==> config.mk <==
export PLATFORM = sky130hd
export DESIGN_NAME = one_wire_bus_master
export DESIGN_NICKNAME = d
export VERILOG_FILES = /design/src/rtl/owm_pkg.sv /design/src/rtl/one_wire_bus_master.sv /design/src/rtl/owm_cfg.sv /design/src/rtl/owm_core.sv
export VERILOG_INCLUDE_DIRS = /design/src /design/src/rtl
export SDC_FILE = /design/constraint.sdc
export NUM_CORES = 1
export LEC_CHECK = 0
export BUFFER_PORTS_ARGS = -buffer_cell sky130_fd_sc_hd__buf_4
export CAP_MARGIN = 5
export CORE_MARGIN = 3
export CORE_UTILIZATION = 30
export DETAILED_ROUTE_END_ITERATION = 12
export GPL_ROUTABILITY_DRIVEN = 0
export GPL_TIMING_DRIVEN = 0
export PLACE_DENSITY = 0.47
export SYNTH_ARGS = -nofsm -noshare
export SYNTH_HDL_FRONTEND = slang
export SYNTH_SLANG_ARGS = --single-unit
==> constraint.sdc <==
create_clock -name clk -period 5.05 [get_ports clk]
set_input_delay 0.2525 -clock clk [delete_from_list [all_inputs] [get_ports clk]]
set_output_delay 0.2525 -clock clk [all_outputs]
set_load 0.02 [all_outputs]
==> src/rtl/one_wire_bus_master_defines.svh <==
// Assertion helpers used by owm_core.
`ifndef ONE_WIRE_BUS_MASTER_DEFINES_SVH
`define ONE_WIRE_BUS_MASTER_DEFINES_SVH

// Same-cycle implication, checked on clk and disabled while rst_n is low.
`define OWM_ASSERT_NOW(label, ante, cons, msg) \
  label: assert property (@(posedge clk) disable iff (!rst_n) (ante) |-> (cons)) \
    else $error(msg);

// Next-cycle implication, checked on clk and disabled while rst_n is low.
`define OWM_ASSERT_NEXT(label, ante, cons, msg) \
  label: assert property (@(posedge clk) disable iff (!rst_n) (ante) |=> (cons)) \
    else $error(msg);

`endif

==> src/rtl/owm_pkg.sv <==
package owm_pkg;

  localparam int MAX_BYTES  = 8;
  localparam int TIMER_BITS = 10;
  localparam int WORD_BITS  = 64;
  localparam int POS_BITS   = 6;
  localparam int BL_BITS    = 7;

  localparam logic [1:0] KIND_TICK  = 2'd0;
  localparam logic [1:0] KIND_RESET = 2'd1;
  localparam logic [1:0] KIND_WRITE = 2'd2;
  localparam logic [1:0] KIND_READ  = 2'd3;

  localparam logic [1:0] DRV_REL  = 2'd0;
  localparam logic [1:0] DRV_LOW  = 2'd1;
  localparam logic [1:0] DRV_HIGH = 2'd2;

  localparam logic [2:0] REG_RESET_LOW     = 3'd0;
  localparam logic [2:0] REG_PRESENCE_WAIT = 3'd1;
  localparam logic [2:0] REG_RESET_TAIL    = 3'd2;
  localparam logic [2:0] REG_START_MARK    = 3'd3;
  localparam logic [2:0] REG_WRITE_SLOT    = 3'd4;
  localparam logic [2:0] REG_READ_SAMPLE   = 3'd5;
  localparam logic [2:0] REG_READ_TAIL     = 3'd6;

  typedef struct packed {
    logic [9:0] reset_low_time;
    logic [9:0] presence_wait_time;
    logic [9:0] reset_tail_time;
    logic [5:0] start_mark_time;
    logic [9:0] write_slot_time;
    logic [9:0] read_sample_time;
    logic [9:0] read_tail_time;
  } owm_cfg_t;

  typedef struct packed {
    logic [1:0]           kind;
    logic [WORD_BITS-1:0] data_word;
    logic [3:0]           byte_count;
    logic                 line_level;
  } owm_item_t;

  typedef struct packed {
    logic [1:0]           line_drive;
    logic                 busy_res;
    logic                 done_res;
    logic                 presence;
    logic [WORD_BITS-1:0] read_word;
    logic                 rejected;
  } owm_res_t;

endpackage

==> src/rtl/one_wire_bus_master.sv <==
// A beat waits in the input register and its result in the result register; the result
// register loads only when the output is not stalled. A beat is one timer/phase update.
// Throughput: one input beat per clock cycle unless the output stalls.
// The input register and the result register each hold one beat, so while the output
// stalls one more input beat is taken and then in_ready drops.
// Reset (rst_n low, synchronous): core idle, drive released, config back to defaults.
module one_wire_bus_master (
  input  logic                          clk,
  input  logic                          rst_n,
  input  logic                          in_valid,
  output logic                          in_ready,
  input  logic [1:0]                    in_kind,
  input  logic [owm_pkg::WORD_BITS-1:0] in_data_word,
  input  logic [3:0]                    in_byte_count,
  input  logic                          in_line_level,
  output logic                          out_valid,
  input  logic                          out_ready,
  output logic [1:0]                    out_line_drive,
  output logic                          out_busy_res,
  output logic                          out_done_res,
  output logic                          out_presence,
  output logic [owm_pkg::WORD_BITS-1:0] out_read_word,
  output logic                          out_rejected,
  input  logic                          cfg_valid,
  output logic                          cfg_ready,
  input  logic [2:0]                    cfg_index,
  input  logic [9:0]                    cfg_data
);

  owm_pkg::owm_item_t item_r;
  owm_pkg::owm_res_t  res_r, res;
  owm_pkg::owm_cfg_t  cfg;
  logic               item_valid_r;
  logic               out_valid_r;
  logic               step_en;

  assign cfg_ready = 1'b1;
  assign step_en   = item_valid_r && (!out_valid_r || out_ready);
  assign in_ready  = !item_valid_r || step_en;

  owm_cfg u_cfg (
    .clk      (clk),
    .rst_n    (rst_n),
    .wr_en    (cfg_valid),
    .wr_index (cfg_index),
    .wr_data  (cfg_data),
    .cfg      (cfg)
  );

  owm_core u_core (
    .clk     (clk),
    .rst_n   (rst_n),
    .step_en (step_en),
    .item    (item_r),
    .cfg     (cfg),
    .res     (res)
  );

  always_ff @(posedge clk) begin
    if (!rst_n) begin
      item_valid_r <= 1'b0;
      out_valid_r  <= 1'b0;
    end else begin
      if (in_valid && in_ready) begin
        item_valid_r <= 1'b1;
      end else if (step_en) begin
        item_valid_r <= 1'b0;
      end
      if (step_en) begin
        out_valid_r <= 1'b1;
      end else if (out_ready) begin
        out_valid_r <= 1'b0;
      end
    end
  end

  always_ff @(posedge clk) begin
    if (in_valid && in_ready) begin
      item_r.kind       <= in_kind;
      item_r.data_word  <= in_data_word;
      item_r.byte_count <= in_byte_count;
      item_r.line_level <= in_line_level;
    end
    if (step_en) begin
      res_r <= res;
    end
  end

  assign out_valid      = out_valid_r;
  assign out_line_drive = res_r.line_drive;
  assign out_busy_res   = res_r.busy_res;
  assign out_done_res   = res_r.done_res;
  assign out_presence   = res_r.presence;
  assign out_read_word  = res_r.read_word;
  assign out_rejected   = res_r.rejected;

endmodule

==> src/rtl/owm_cfg.sv <==
module owm_cfg (
  input  logic              clk,
  input  logic              rst_n,
  input  logic              wr_en,
  input  logic [2:0]        wr_index,
  input  logic [9:0]        wr_data,
  output owm_pkg::owm_cfg_t cfg
);

  owm_pkg::owm_cfg_t cfg_r;

  always_ff @(posedge clk) begin
    if (!rst_n) begin
      cfg_r.reset_low_time     <= 10'd500;
      cfg_r.presence_wait_time <= 10'd118;
      cfg_r.reset_tail_time    <= 10'd130;
      cfg_r.start_mark_time    <= 6'd2;
      cfg_r.write_slot_time    <= 10'd70;
      cfg_r.read_sample_time   <= 10'd20;
      cfg_r.read_tail_time     <= 10'd40;
    end else if (wr_en) begin
      unique case (wr_index)
        owm_pkg::REG_RESET_LOW:     cfg_r.reset_low_time     <= wr_data;
        owm_pkg::REG_PRESENCE_WAIT: cfg_r.presence_wait_time <= wr_data;
        owm_pkg::REG_RESET_TAIL:    cfg_r.reset_tail_time    <= wr_data;
        owm_pkg::REG_START_MARK:    cfg_r.start_mark_time    <= wr_data[5:0];
        owm_pkg::REG_WRITE_SLOT:    cfg_r.write_slot_time    <= wr_data;
        owm_pkg::REG_READ_SAMPLE:   cfg_r.read_sample_time   <= wr_data;
        owm_pkg::REG_READ_TAIL:     cfg_r.read_tail_time     <= wr_data;
        default: ;
      endcase
    end
  end

  assign cfg = cfg_r;

endmodule

==> src/rtl/owm_core.sv <==
`include "one_wire_bus_master_defines.svh"

module owm_core (
  input  logic               clk,
  input  logic               rst_n,
  input  logic               step_en,
  input  owm_pkg::owm_item_t item,
  input  owm_pkg::owm_cfg_t  cfg,
  output owm_pkg::owm_res_t  res
);

  typedef enum logic [3:0] {
    PH_IDLE,
    PH_RST_LOW,
    PH_RST_HIGH,
    PH_RST_REL,
    PH_RST_TAIL,
    PH_WR_MARK,
    PH_WR_DATA,
    PH_WR_REC,
    PH_RD_MARK,
    PH_RD_REL,
    PH_RD_TAIL
  } phase_t;

  phase_t                            phase_r, phase_nxt;
  logic [owm_pkg::TIMER_BITS-1:0]    timer_r, timer_nxt;
  logic [owm_pkg::BL_BITS-1:0]       bits_left_r, bits_left_nxt, bl_dec;
  logic [owm_pkg::WORD_BITS-1:0]     shift_r, shift_nxt;
  logic [owm_pkg::POS_BITS-1:0]      pos_r, pos_nxt;
  logic                              pres_seen_r, pres_seen_nxt;
  logic [1:0]                        drive_r, drive_nxt;
  logic [3:0]                        count;
  logic [owm_pkg::TIMER_BITS-1:0]    mark_time;

  assign mark_time = owm_pkg::TIMER_BITS'(cfg.start_mark_time);
  assign bl_dec    = (bits_left_r != '0) ? bits_left_r - 1'b1 : '0;

  always_comb begin
    if (item.byte_count == 4'd0) begin
      count = 4'd1;
    end else if (item.byte_count > 4'(owm_pkg::MAX_BYTES)) begin
      count = 4'(owm_pkg::MAX_BYTES);
    end else begin
      count = item.byte_count;
    end
  end

  always_comb begin
    phase_nxt     = phase_r;
    timer_nxt     = timer_r;
    bits_left_nxt = bits_left_r;
    shift_nxt     = shift_r;
    pos_nxt       = pos_r;
    pres_seen_nxt = pres_seen_r;
    drive_nxt     = drive_r;
    res           = '0;

    if (item.kind == owm_pkg::KIND_TICK) begin
      if (phase_r != PH_IDLE) begin
        if (timer_r <= owm_pkg::TIMER_BITS'(1)) begin
          unique case (phase_r)
            PH_RST_LOW: begin
              phase_nxt = PH_RST_HIGH;
              drive_nxt = owm_pkg::DRV_HIGH;
              timer_nxt = mark_time;
            end
            PH_RST_HIGH: begin
              phase_nxt = PH_RST_REL;
              drive_nxt = owm_pkg::DRV_REL;
              timer_nxt = owm_pkg::TIMER_BITS'(cfg.presence_wait_time);
            end
            PH_RST_REL: begin
              pres_seen_nxt = !item.line_level;
              phase_nxt     = PH_RST_TAIL;
              drive_nxt     = owm_pkg::DRV_REL;
              timer_nxt     = owm_pkg::TIMER_BITS'(cfg.reset_tail_time);
            end
            PH_RST_TAIL: begin
              phase_nxt    = PH_IDLE;
              drive_nxt    = owm_pkg::DRV_REL;
              res.done_res = 1'b1;
              res.presence = pres_seen_r;
            end
            PH_WR_MARK: begin
              phase_nxt = PH_WR_DATA;
              drive_nxt = shift_r[pos_r] ? owm_pkg::DRV_HIGH : owm_pkg::DRV_LOW;
              timer_nxt = owm_pkg::TIMER_BITS'(cfg.write_slot_time);
            end
            PH_WR_DATA: begin
              phase_nxt = PH_WR_REC;
              drive_nxt = owm_pkg::DRV_HIGH;
              timer_nxt = mark_time;
            end
            PH_WR_REC: begin
              bits_left_nxt = bl_dec;
              pos_nxt       = pos_r + 1'b1;
              if (bl_dec == '0) begin
                phase_nxt    = PH_IDLE;
                drive_nxt    = owm_pkg::DRV_HIGH;
                res.done_res = 1'b1;
              end else begin
                phase_nxt = PH_WR_MARK;
                drive_nxt = owm_pkg::DRV_LOW;
                timer_nxt = mark_time;
              end
            end
            PH_RD_MARK: begin
              phase_nxt = PH_RD_REL;
              drive_nxt = owm_pkg::DRV_REL;
              timer_nxt = owm_pkg::TIMER_BITS'(cfg.read_sample_time);
            end
            PH_RD_REL: begin
              if (item.line_level) begin
                shift_nxt[pos_r] = 1'b1;
              end
              phase_nxt = PH_RD_TAIL;
              drive_nxt = owm_pkg::DRV_REL;
              timer_nxt = owm_pkg::TIMER_BITS'(cfg.read_tail_time);
            end
            PH_RD_TAIL: begin
              bits_left_nxt = bl_dec;
              pos_nxt       = pos_r + 1'b1;
              if (bl_dec == '0) begin
                phase_nxt     = PH_IDLE;
                drive_nxt     = owm_pkg::DRV_REL;
                res.done_res  = 1'b1;
                res.read_word = shift_r;
              end else begin
                phase_nxt = PH_RD_MARK;
                drive_nxt = owm_pkg::DRV_LOW;
                timer_nxt = mark_time;
              end
            end
            default: begin
              phase_nxt = PH_IDLE;
            end
          endcase
        end else begin
          timer_nxt = timer_r - 1'b1;
        end
      end
    end else if (phase_r != PH_IDLE) begin
      res.rejected = 1'b1;
    end else if (item.kind == owm_pkg::KIND_RESET) begin
      pres_seen_nxt = 1'b0;
      phase_nxt     = PH_RST_LOW;
      drive_nxt     = owm_pkg::DRV_LOW;
      timer_nxt     = owm_pkg::TIMER_BITS'(cfg.reset_low_time);
    end else begin
      bits_left_nxt = owm_pkg::BL_BITS'({count, 3'b000});
      pos_nxt       = '0;
      drive_nxt     = owm_pkg::DRV_LOW;
      timer_nxt     = mark_time;
      if (item.kind == owm_pkg::KIND_WRITE) begin
        shift_nxt = item.data_word;
        phase_nxt = PH_WR_MARK;
      end else begin
        shift_nxt = '0;
        phase_nxt = PH_RD_MARK;
      end
    end

    res.line_drive = drive_nxt;
    res.busy_res   = (phase_nxt != PH_IDLE);
  end

  always_ff @(posedge clk) begin
    if (!rst_n) begin
      phase_r     <= PH_IDLE;
      timer_r     <= '0;
      bits_left_r <= '0;
      shift_r     <= '0;
      pos_r       <= '0;
      pres_seen_r <= 1'b0;
      drive_r     <= owm_pkg::DRV_REL;
    end else if (step_en) begin
      phase_r     <= phase_nxt;
      timer_r     <= timer_nxt;
      bits_left_r <= bits_left_nxt;
      shift_r     <= shift_nxt;
      pos_r       <= pos_nxt;
      pres_seen_r <= pres_seen_nxt;
      drive_r     <= drive_nxt;
    end
  end

  `OWM_ASSERT_NOW(a_done_idle, step_en && res.done_res, !res.busy_res, "done while still busy")
  `OWM_ASSERT_NOW(a_reject_busy, step_en && res.rejected, phase_r != PH_IDLE, "reject while idle")
  `OWM_ASSERT_NOW(a_pres_done, res.presence, res.done_res, "presence without done")
  `OWM_ASSERT_NEXT(a_reject_hold, step_en && res.rejected,
                   phase_r == $past(phase_r) && timer_r == $past(timer_r),
                   "rejected command changed state")
  `OWM_ASSERT_NOW(a_busy_bits, phase_r == PH_WR_REC || phase_r == PH_RD_TAIL,
                  bits_left_r != '0, "slot running with no bits left")

endmodule
# Word-level counts from Yosys, hierarchy flattened
# Cells that the tools add are included.
[word_totals]
reg_bits = 303
out_inout_bits = 73
wordCells = 161
[op_classes]
add_sub_neg = 3
magnitude_cmp = 4
eq_ne = 28
mux = 64
bitwise = 1
n_reduce_logical = 35
[ops]
columns = ["cell", "n"]
rows = [
  ["2-to-1 mux 64 bit", 8],
  ["one-hot mux 10 bit (7 select lines)", 1],
  ["bitwise OR 64 bit", 1],
  ["2-to-1 mux 10 bit", 6],
  ["2-to-1 mux 7 bit", 7],
  ["2-to-1 mux 4 bit", 9],
  ["2-to-1 mux 6 bit", 6],
  ["one-hot mux 4 bit (9 select lines)", 1],
  ["== test 4 x 3 -> 1 bit, second input constant", 4],
  ["2-to-1 mux 1 bit", 15],
  ["AND reduction 2 bit", 7],
  ["== test 4 bit, second input constant", 3],
  ["2-to-1 mux 2 bit", 6],
  ["!= test 2 bit, second input constant", 6],
  ["AND reduction 6 bit", 2],
  ["<= comparator 10 x 1 -> 1 bit, second input constant", 1],
  ["one-hot mux 2 bit (5 select lines)", 1],
  ["AND reduction 5 bit", 2],
  ["subtractor 10 x 1 -> 10 bit, second input constant", 1],
  ["== test 3 bit, second input constant", 3],
  ["!= test 9 bit, second input constant", 1],
  ["== test 4 x 2 -> 1 bit, second input constant", 2],
  ["nonzero test 4 bit", 2],
  ["logical NOT 7 bit", 1],
  ["29 further kinds", 39],
]

# Depth between registers and ports, before layout
# Gate-level depths: netlist (run 1).
[logic_depth]
word_depth = 10
mapped_depth = 12
depth_no_buf = 9

# Modules after synthesis
# A second synthesis (run 1) with hierarchy kept.
[unflattened]
cells_unflattened = 1315
area_unflattened_um2 = 13922.1
[modules_own_cells]
columns = ["mod", "n_inst", "cells_per_inst", "area_per_inst_um2", "seq_area_each_um2"]
rows = [
  ["owm_core", 1, 918, 7010.5, 1881.8],
  ["one_wire_bus_master", 1, 152, 4349.2, 4274.1],
  ["owm_cfg", 1, 245, 2562.5, 1321.3],
]

# Worst setup path before layout (run 1)
# Ideal clock, no wire load.
[synth_timing]
kind = "register to register"
from = "register out_valid_r, in the netlist out_valid"
to = "register u_core.shift_r[10] (netlist bit)"
setup_ns = 0.078
arrival_ns = 3.869
required_ns = 4.972
slack_ns = 1.103
path_stages_with_launch = 10
path_buffers = 2
period_less_slack_ns = 3.947
cell_sequence = "dfxtp_1 > nor2b_1 > nand2b_1 > clkinv_1 > o21ai_0 > or3_1 > buf_2 > clkbuf_1 > a21oi_1 > nor3_1"
[synth_via]
elab_chain_len = 4
[synth_rtl]
columns = ["element", "line", "source"]
rows = [
  ["start: declaration", "one_wire_bus_master.sv:34", "logic out_valid_r;"],
  ["start signal: assignment", "one_wire_bus_master.sv:62", "out_valid_r <= 1'b0;"],
  ["start signal: assignment", "one_wire_bus_master.sv:70", "out_valid_r <= 1'b1;"],
  ["start signal: assignment", "one_wire_bus_master.sv:72", "out_valid_r <= 1'b0;"],
  ["logical NOT 1 bit", "one_wire_bus_master.sv:38", "assign step_en = item_valid_r && (!out_valid_r || out_ready);"],
  ["logical OR 1 bit", "one_wire_bus_master.sv:38", ""],
  ["logical AND 1 bit", "one_wire_bus_master.sv:38", ""],
  ["net step_en", "one_wire_bus_master.sv:35", "logic step_en;"],
  ["AND reduction 7 bit (no line)", "-", ""],
  ["end signal: assignment", "owm_core.sv:181", "shift_r <= shift_nxt;"],
  ["end: declaration", "owm_core.sv:29", "logic [owm_pkg::WORD_BITS-1:0] shift_r, shift_nxt;"],
]
# The timed path passes the listed nets, and every way through them passes these cells.
# A chain may end at the register's enable or synchronous reset.

==> results of run 1 <==
## path summary, 6_finish.rpt
kind | slack, ps | startpoint | to | cells past startpoint
worst min-delay path | 50 | out_ready | out_valid | 3
worst max register to register | 1490 | u_core.pos_r[0] | out_line_drive[1] | 8
worst max-delay path | 1490 | u_core.pos_r[0] | out_line_drive[1] | 8
worst min register to register | 460 | u_cfg.cfg[49] | u_cfg.cfg[49] | 2
## layout make-up
cell class	instances	area (sq um)
clock buffers	50	1006
inverters	17	68.82
multi-input cells	993	5768
clock inverters	17	167.7
well taps	592	740.7
plain buffers	98	407.9
flip-flops and latches	303	7477
repair buffers	244	2049
fillers	4458	27020
## repair_timing
action	in CTS	in global routing
gates resized for setup	0	0
endpoints found under the hold margin	130	0
hold buffers	82	0
## per-stage QoR
step                cells  cell area [sq um]  setup WS [ps]
floorplan            1411              13700           1103
global placement     2159              15610         -878.8
detailed placement   2164              15680           1562
CTS                  2313              17680           1534
global route         2314              17690           1207
finish               2314              17690           1492
## kinds of logic after synthesis
group                      count (synthesis)  synth area share, %
other                                      1              0.02737
DFF                                      303                54.58
and+or+nand+nor                          539                19.42
AOI/OAI and AO/OA                        403                18.50
muxes                                     30                2.502
xor gates and xnor gates                  11               0.7032
buffers and inverters                    115                3.443
adders and majority gates                  9               0.8219
## power groups by stage
stage	registers, mW	logic (mW)	clock network (mW)
floorplan	2.77	0.412	0
global placement	2.78	0.700	0
global route	2.73	0.838	2.79
CTS	2.72	0.763	2.69
detailed placement	2.77	0.707	0
finish	2.72	0.767	2.61
## routing by layer
metal | up-vias | global-route usage, %
li1 | 5693 | -
met1 | 5824 | 27.32
met2 | 379 | 31.25
met3 | 56 | 3.185
met4 | 0 | 5.516
met5 | - | 0
## worst max-delay path: cells and delay by family (launching register included)
kind	cells	cell delay (ps)
AO/OA/AOI/OAI	4	610
buffers and inverters	3	1460
AND/OR/NAND/NOR	1	850
flip-flops	1	340
## state kept, by name, indices dropped and copies added (netlist names), 2 cells and up
| name | flops |
|---|---|
| item_r | 71 |
| u_cfg.cfg | 66 |
| out_read_word | 64 |
| u_core.shift_r | 64 |
| u_core.timer_r | 10 |
| u_core.bits_left_r | 7 |
| u_core.pos_r | 6 |
| u_core.phase_r | 4 |
| out_line_drive | 2 |
| u_core.drive_r | 2 |
## placed cells by master, fill, tap and decap left out, types with 18 or more instances in the layout
cell           count
a21boi_0          42
a21oi_1          158
a22o_1            19
and2_1            72
buf_4            158
clkbuf_1          83
clkbuf_16         38
dfxtp_1          162
dlygate4sd3_1     82
edfxtp_1         141
nand2_1          225
nand3_1           37
nor2_1            43
nor2b_1           18
nor3_1            82
o21ai_0           80
==> results.tsv, run 1 <==
stage	metric	value	unit
grt	grt_pass1_wl	71600	microns
grt	grt_max_degree	79	
sta	worstMarginPinSlew	1171	ps
final_layout	fin_nets	1792	
die	dieArea	0.04827	sq mm
die	rows	77	
power	power	6.105	mW
critical_path	cp_slowest_stage_delay	850	ps
sta	fmax	281.1	MHz
sta	fin_crit_sh	70.45	%
sta	slew_violations	0	
routing	route.detailed.drc	0	
grt	grt_use_total	19.52	%
grt	grt_pass1_vias	11680	
critical_path	crit_top_cell	clkbuf_1	
die	core_area	0.04470	sq mm
clocking	clockRootBuffer	clkbuf_16	
critical_path	critical_path.max_fanout	10	
sta	tns	0	ps
yosys	ys_top_cells_by_count	225 x nand2_1, 162 x dfxtp_1, 158 x a21oi_1	
sta	relSlewSlack	21.72	%
final_layout	syn_to_final_growth	29.09	%
final_layout	layout-drive-gt1-share	15.27	%
yosys	synthTopCellsByArea	edfxtp_1 31%, dfxtp_1 24%, nand2_1 6.2%, a21oi_1 5.8%, and2_1 3.3%	
critical_path	cp_slowest_cell	nor4b_1	
final_layout	final_util	39.56	%
sta	finClkSkew	39.24	ps
routing	route.met3.wl	2870	microns
critical_path	criticalPathCategory	register to register	
power	seq_power_share	44.6	%
yosys	synth-main-ff-cell	dfxtp_1	
routing	avgRoutedWirePerCell	20.74	microns
yosys	synth_top_cell_by_area	edfxtp_1	
routing	dr_wl_met2	21760	microns
die	io_pins	162	
clocking	clock_sinks	303	
yosys	netlist_instances	1411	
power	p_leak	6.476	nW
critical_path	worstPathCellList	clkbuf_1, clkbuf_1, clkbuf_1, a211o_1, a31oi_1, nor4b_1, a21o_1, o21ai_0	
sta	setup_viol	0	
sta	period_needed	3558	ps
routing	drt-vias-per-instance	5.165	
placement	hpwl	33560	microns
flow_run	max_cap_violations	0	
die	initial_core_util	30.65	%
power	p_int	4.504	mW
yosys	synth_seq_cells	303	
routing	drt_wl_total	47980	microns
yosys	ys_async_sr_fraction	0	%
power	pwr-share-clk	42.8	%
die	floorplan.die.height	219.7	microns
clocking	cts_tree	yes	
yosys	synth_fp_nets	1509	
routing	drt.antenna.violating_nets	0	
hold_path	hp-class	input port to register	
final_layout	antenna_cells	0	
power	ir_worst_vdd	0.0001885	V
yosys	post-synth-top-count-cell	nand2_1	
yosys	yosys_warnings	0	
yosys	ys_seq_area_share	54.58	%
clocking	h-tree-depth	2	
critical_path	startpoint_type	register	
critical_path	cp_data_required_time	5300	ps
power	powerDensity	345.2	mW/mm^2
die	dieWidth	219.7	microns
clocking	numCtsBuffers	37	
clocking	cts.reportedPaths.clkPinSlew	60	ps
power	p_sw_share	26.22	%
grt	grt_remaining_overflow	0	
critical_path	cp-end-kind	register	
grt	antenna_found_initial	0	
power	p_comb_share	12.6	%
yosys	synth_edf_count	141	
routing	routed-via-count	11950	
yosys	synthDistinctLibCells	80	
run_status	outcome	completed	
clocking	cts_buffer_depth	3	
clocking	insertion_delay	560	ps
power	switchingPower	1.601	mW
sta	hold_viol	0	
yosys	syn_area_per_cell	9.710	sq um
routing	highest_layer	met4	
sta	rsz0062_at_grt	false	
routing	drt_iter0_drc	1003	
placement	port_buffers	156	
routing	dr.pass1.iters	5	
critical_path	worst_ep_arrival_time	3810	ps
routing	routedLengthMet1	22410	microns
clocking	post_cts_buffers	0	
yosys	synth.top_cell.area_share	30.90	%
yosys	synth.cell_area	0.01370	sq mm
sta	whs	46.17	ps
No activity file was read; power rests on OpenSTA's default activity.
==> run 2: changes to the inputs <==
==> constraint.sdc (replaced) <==
create_clock -name clk -period 3.3 [get_ports clk]
set_input_delay 0.165 -clock clk [delete_from_list [all_inputs] [get_ports clk]]
set_output_delay 0.165 -clock clk [all_outputs]
set_load 0.02 [all_outputs]
==> results.tsv, run 2 (same netlist as run 1, synthesis figures left out) <==
stage	metric	value	unit	change
run_status	outcome	completed		
critical_path	worstPathCellList	clkbuf_1, clkinv_1, and3_1, o21ai_0, a31oi_1, nor4b_2, nand3_1, a21oi_1		
critical_path	cp-end-kind	register		
sta	fmax	317.7	MHz	+13%
grt	grt_pass1_wl	71900	microns	+0.42%
final_layout	syn_to_final_growth	29.72	%	
die	core_area	0.04470	sq mm	unchanged
power	powerDensity	523.4	mW/mm^2	+52%
power	power	9.302	mW	+52%
grt	grt_remaining_overflow	0		unchanged
final_layout	fin_nets	1797		+0.28%
clocking	cts.reportedPaths.clkPinSlew	60	ps	about the same
final_layout	final_common_cell	nand2_1		
grt	grt_pass1_vias	11700		+0.24%
routing	routed-via-count	12050		+0.83%
final_layout	largest_reg_flops	71		unchanged
routing	drt_wl_total	47870	microns	-0.23%
sta	relSlewSlack	18.53	%	-3.2 points
grt	grt_max_degree	79		unchanged
critical_path	worst_ep_arrival_time	3510	ps	-300 ps
die	dieWidth	219.7	microns	unchanged
routing	highest_layer	met4		
routing	drt-vias-per-instance	5.197		+0.61%
final_layout	fillers	4488		+0.67%
die	io_pins	162		unchanged
routing	drt.antenna.violating_nets	0		unchanged
routing	route.met3.wl	3054	microns	+6.4%
grt	antenna_found_initial	0		unchanged
routing	routedLengthMet1	21840	microns	-2.6%
critical_path	r2r_setup_slack	150	ps	-1340 ps
hold_path	hp-class	input port to register		
sta	slew_violations	0		unchanged
final_layout	top_register	item_r		
power	ir_worst_vdd	0.0002967	V	+57%
placement	port_buffers	156		unchanged
critical_path	rr_endpoint	out_line_drive[0]		
final_layout	antenna_cells	0		unchanged
routing	route.detailed.drc	0		unchanged
routing	drt_iter0_drc	1115		+11%
critical_path	cp_slowest_cell	nor4b_2		
sta	setup_ws	152.2	ps	-1340 ps
placement	dp.cells	2164		unchanged
final_layout	layout.cells.non_filler	2319		+0.22%
clocking	h-tree-depth	2		unchanged
final_layout	final_util	39.76	%	+0.19 points
critical_path	criticalPathCategory	register to register		
routing	dr.pass1.iters	5		unchanged
critical_path	cp_slowest_stage_delay	610	ps	-240 ps
placement	place_ws	-201.7	ps	-1764 ps
routing	dr_wl_met2	21480	microns	-1.3%
critical_path	startpoint_type	register		
sta	fin_crit_sh	95.39	%	+25 points
power	p_leak	6.528	nW	+0.82%
critical_path	cp_data_required_time	3670	ps	-1630 ps
critical_path	timing.rr.start	u_core.pos_r[1]		
critical_path	reg2reg_depth	8		unchanged
clocking	cts_buffer_depth	3		unchanged
clocking	clock_sinks	303		unchanged
placement	hpwl	33500	microns	-0.18%
final_layout	layout-drive-gt1-share	15.92	%	+0.65 points
die	rows	77		unchanged
critical_path	crit_end	out_line_drive[0]		
sta	hold_viol	0		unchanged
sta	tns	0	ps	unchanged
final_layout	layout_common_cells	225 x nand2_1, 162 x dfxtp_1, 160 x buf_4		
grt	grt_use_total	19.56	%	+0.039 points
sta	worstMarginPinSlew	1219	ps	+47.80 ps
routing	avgRoutedWirePerCell	20.64	microns	-0.44%
flow_run	max_cap_violations	0		unchanged
sta	finClkSkew	21.06	ps	-18.17 ps
clocking	numCtsBuffers	37		unchanged
clocking	insertion_delay	550	ps	about the same
sta	setup_viol	0		unchanged
critical_path	cp-startpoint	u_core.pos_r[1]		
sta	period_needed	3148	ps	-410.2 ps
die	dieArea	0.04827	sq mm	unchanged
clocking	clockRootBuffer	clkbuf_16		
critical_path	critical_path.max_fanout	10		unchanged
die	initial_core_util	30.65	%	unchanged
clocking	cts_tree	yes		
sta	rsz0062_at_grt	true		
die	floorplan.die.height	219.7	microns	unchanged
==> run 2: cell count changes in the layout (fill, tap and decap cells not counted), sizes merged <==
cell,before,now
clkinv,15,7
inv,14,19
buf,188,192
clkbuf,122,125
dlygate4sd3,82,84
clkinvlp,2,1
==> run 2: what timing repair did <==
item	4_1_cts	5_1_grt
pin swaps	1	2
endpoints found under the hold margin	139	0
setup buffers	0	3
resized for setup	4	11
setup endpoints to repair	79	126
hold buffers	84	0
==> run 2: metrics by stage <==
| step | instance area (sq um) | hold WS, ps |
|---|---|---|
| 2_1_floorplan | 13700 | 263.9 |
| 3_3_place_gp | 15610 | 344.2 |
| 3_5_place_dp | 15680 | 344.5 |
| 4_1_cts | 17710 | 80.89 |
| 5_1_grt | 17770 | 130.0 |
| 6_report | 17770 | 104.0 |
==> run 2: worst min path at each step <==
stage / start / to / slack (ps) / cells after the start
6_report: rst_n / u_core.timer_r[4] / 100 / 4
5_1_grt: rst_n / u_core.timer_r[4] / 130 / 4
4_1_cts: rst_n / u_core.timer_r[4] / 80 / 4
2_1_floorplan: in_line_level / item_r[0] / 260 / 0
3_5_place_dp: in_kind[1] / item_r[70] / 340 / 1
3_3_place_gp: in_byte_count[0] / item_r[1] / 340 / 1
==> run 2: final cells by class <==
type | instances | area, sq um | area share (%)
buffer | 98 | 412.9 | 2.323
clock buffer | 54 | 1040 | 5.850
clock inverter | 13 | 123.9 | 0.6970
inverter | 17 | 90.09 | 0.5069
multi-input combinational | 993 | 5787 | 32.56
sequential | 303 | 7477 | 42.07
tap | 592 | 740.7 | 4.168
timing repair buffer | 249 | 2101 | 11.82
==> run 2: critical path: cells and delay by family (launching register included) <==
kind / cells / cell delay [ps]
and+or+nand+nor: 3 / 1080
AOI/OAI and AO/OA: 3 / 510
buffers and inverters: 2 / 1040
DFF: 1 / 350
==> run 2: metal layers <==
metal	up-vias	GRT usage, %
met3	85	3.254
met5	-	0
li1	5713	-
met2	435	30.34
met4	0	6.976
met1	5818	27.57
==> run 2: power breakdown <==
group | switching [mW] | internal, mW | total, mW
clock | 1.61 | 2.35 | 3.96
combinational | 0.716 | 0.458 | 1.17
sequential | 0.0984 | 4.07 | 4.17
==> run 3: changes to the inputs <==
--- a/config.mk
+++ b/config.mk
@@ -6,13 +6,15 @@
 export SDC_FILE = /design/constraint.sdc
 export NUM_CORES = 1
 export LEC_CHECK = 0
+export ABC_CLOCK_PERIOD_IN_PS = 3300
 export BUFFER_PORTS_ARGS = -buffer_cell sky130_fd_sc_hd__buf_4
 export CAP_MARGIN = 5
+export CORE_ASPECT_RATIO = 1.4
 export CORE_MARGIN = 3
 export CORE_UTILIZATION = 30
 export DETAILED_ROUTE_END_ITERATION = 12
 export GPL_ROUTABILITY_DRIVEN = 0
-export GPL_TIMING_DRIVEN = 0
+export GPL_TIMING_DRIVEN = 1
 export PLACE_DENSITY = 0.47
 export SYNTH_ARGS = -nofsm -noshare
 export SYNTH_HDL_FRONTEND = slang
==> results.tsv, run 3 (same netlist as run 1, synthesis figures left out) <==
stage	metric	value	unit	change
critical_path	worstPathCellList	mux2_2, a221oi_1, o22ai_1, a2111oi_0, buf_4, a21oi_1, o31a_1		
final_layout	fin_nets	1728		-3.8%
power	seq_power_share	45.3	%	+0.5 points
routing	drt.antenna.violating_nets	0		unchanged
sta	rsz0062_at_grt	false		
sta	finClkSkew	28.98	ps	+7.921 ps
grt	grt_use_total	17.53	%	-2.0 points
sta	tns	0	ps	unchanged
critical_path	r2r_setup_slack	270	ps	+120 ps
final_layout	layout_common_cells	225 x nand2_1, 194 x buf_4, 162 x dfxtp_1		
sta	period_needed	3025	ps	-122.8 ps
grt	grt_remaining_overflow	0		unchanged
clocking	clockRootBuffer	clkbuf_16		
sta	relSlewSlack	26.95	%	+8.4 points
grt	antenna_found_initial	0		unchanged
critical_path	cp_data_required_time	3720	ps	+50 ps
final_layout	final_common_cell	nand2_1		
grt	grt_pass1_wl	67450	microns	-6.2%
routing	drt_wl_total	43470	microns	-9.2%
hold_path	whs_endpoint	u_cfg.cfg[61]		
final_layout	largest_reg_flops	71		unchanged
hold_path	hp-start	rst_n		
clocking	h-tree-depth	2		unchanged
power	powerDensity	523.9	mW/mm^2	about the same
clocking	clock_sinks	303		unchanged
power	p_comb_share	12.1	%	-0.5 points
run_status	outcome	completed		
hold_path	whs_path_depth	2		-2
hold_path	hp-class	input port to register		
final_layout	top_register	item_r		
die	io_pins	162		unchanged
critical_path	cp_slowest_stage_delay	830	ps	+220 ps
grt	grt_pass1_vias	11550		-1.3%
die	core_area	0.04512	sq mm	+0.94%
final_layout	layout-drive-gt1-share	17.63	%	+1.7 points
die	floorplan.die.height	258.9	microns	+18%
clocking	cts.reportedPaths.clkPinSlew	60	ps	about the same
routing	drt_iter0_drc	803		-28%
critical_path	critical_path.max_fanout	21		+11
critical_path	timing.rr.start	u_core.pos_r[1]		
placement	dp.cells	2121		-2.0%
sta	fmax	330.6	MHz	+4.1%
power	power	9.215	mW	-0.93%
routing	drt-vias-per-instance	5.066		-2.5%
grt	grt_max_degree	129		+63%
final_layout	postLayoutCellArea	0.01759	sq mm	-1.0%
placement	port_buffers	160		+2.6%
sta	setup_viol	0		unchanged
critical_path	cp_slowest_cell	dfxtp_1		
final_layout	syn_to_final_growth	28.38	%	
power	p_int	6.838	mW	-0.57%
placement	placed_area	0.01560	sq mm	-0.48%
critical_path	cp-end-kind	register		
clocking	cts_tree	yes		
flow_run	max_cap_violations	0		unchanged
die	initial_core_util	30.36	%	-0.29 points
clocking	cts_buffer_depth	3		unchanged
routing	dr.pass1.iters	5		unchanged
power	p_leak	6.486	nW	-0.65%
power	ir_worst_vdd	0.0003241	V	+9.2%
sta	hold_viol	0		unchanged
die	dieArea	0.04830	sq mm	about the same
die	rows	92		+19%
critical_path	rr_endpoint	u_core.drive_r[1]		
critical_path	criticalPathCategory	register to register		
final_layout	antenna_cells	0		unchanged
routing	avgRoutedWirePerCell	19.18	microns	-7.1%
final_layout	layout.cells.non_filler	2267		-2.2%
clocking	numCtsBuffers	35		-5.4%
power	switchingPower	2.376	mW	-1.9%
die	dieWidth	186.6	microns	-15%
power	pwr-share-clk	42.7	%	about the same
power	p_sw_share	25.79	%	-0.27 points
critical_path	startpoint_type	register		
clocking	insertion_delay	540	ps	about the same
critical_path	reg2reg_depth	7		-1
sta	fin_crit_sh	91.67	%	-3.7 points
sta	worstMarginPinSlew	1096	ps	-123.2 ps
routing	routed-via-count	11480		-4.7%
placement	hpwl	29470	microns	-12%
routing	route.detailed.drc	0		unchanged
sta	slew_violations	0		unchanged
critical_path	worst_ep_arrival_time	3440	ps	-70 ps
==> run 3: final cells by class <==
| type | instances | area, sq um |
|---|---|---|
| Sequential cell | 303 | 7477 |
| Inverter | 17 | 66.31 |
| Tap cell | 611 | 764.5 |
| Clock inverter | 19 | 193.9 |
| Timing Repair Buffer | 280 | 2347 |
| Fill cell | 4575 | 27530 |
| Clock buffer | 44 | 962.2 |
| Multi-Input combinational cell | 993 | 5778 |
==> run 3: worst max-delay path by stage <==
stage / startpoint / end / slack, ps / depth (start not counted)
4_1_cts: u_core.pos_r[1] / u_core.drive_r[1] / 180 / 7
3_3_place_gp: u_core.pos_r[1] / u_core.drive_r[1] / 230 / 7
2_1_floorplan: out_valid / u_core.shift_r[10] / 310 / 9
3_5_place_dp: u_core.pos_r[1] / u_core.drive_r[1] / 230 / 7
5_1_grt: u_core.pos_r[1] / u_core.drive_r[1] / 20 / 8
6_report: u_core.pos_r[1] / u_core.drive_r[1] / 270 / 7
==> run 3: through the flow <==
stage / utilization (%) / setup WS, ps / hold WS [ps]
finish: 38.98 / 275.0 / 24.68
global route: 38.98 / 21.88 / 50.44
CTS: 38.98 / 175.9 / 17.60
detailed placement: 34.58 / 229.2 / 344.2
global placement: 34.58 / 233.6 / 344.5
floorplan: - / 311.1 / 263.9
==> run 3: what timing repair did <==
item,4_1_cts,5_1_grt
hold buffers,83,0
setup buffers,0,0
hold endpoints to repair,139,0
gates resized for setup,0,0
==> run 3: per-layer routing <==
| layer | up-vias | GRT usage, % | wire length, microns |
|---|---|---|---|
| li1 | 5570 | - | - |
| met1 | 5519 | 20.13 | 16990 |
| met2 | 309 | 32.74 | 23010 |
| met3 | 86 | 2.666 | 1934 |
| met4 | 0 | 6.577 | 1540 |
| met5 | - | 0 | 0 |
==> run 3: power by group through the flow <==
stage | combinational [mW] | clock, mW | sequential (mW)
floorplan | 0.631 | 0 | 4.24
global placement | 1.03 | 0 | 4.25
detailed placement | 1.04 | 0 | 4.25
CTS | 1.12 | 4.04 | 4.17
global route | 1.22 | 4.18 | 4.19
finish | 1.11 | 3.93 | 4.17
==> run 3: worst max-delay path, delay by kind of cell (launching register included) <==
| family | cells | cell delay (ps) |
|---|---|---|
| buffers and inverters | 1 | 230 |
| DFF | 1 | 830 |
| muxes | 1 | 410 |
| AOI/OAI and AO/OA | 5 | 1440 |
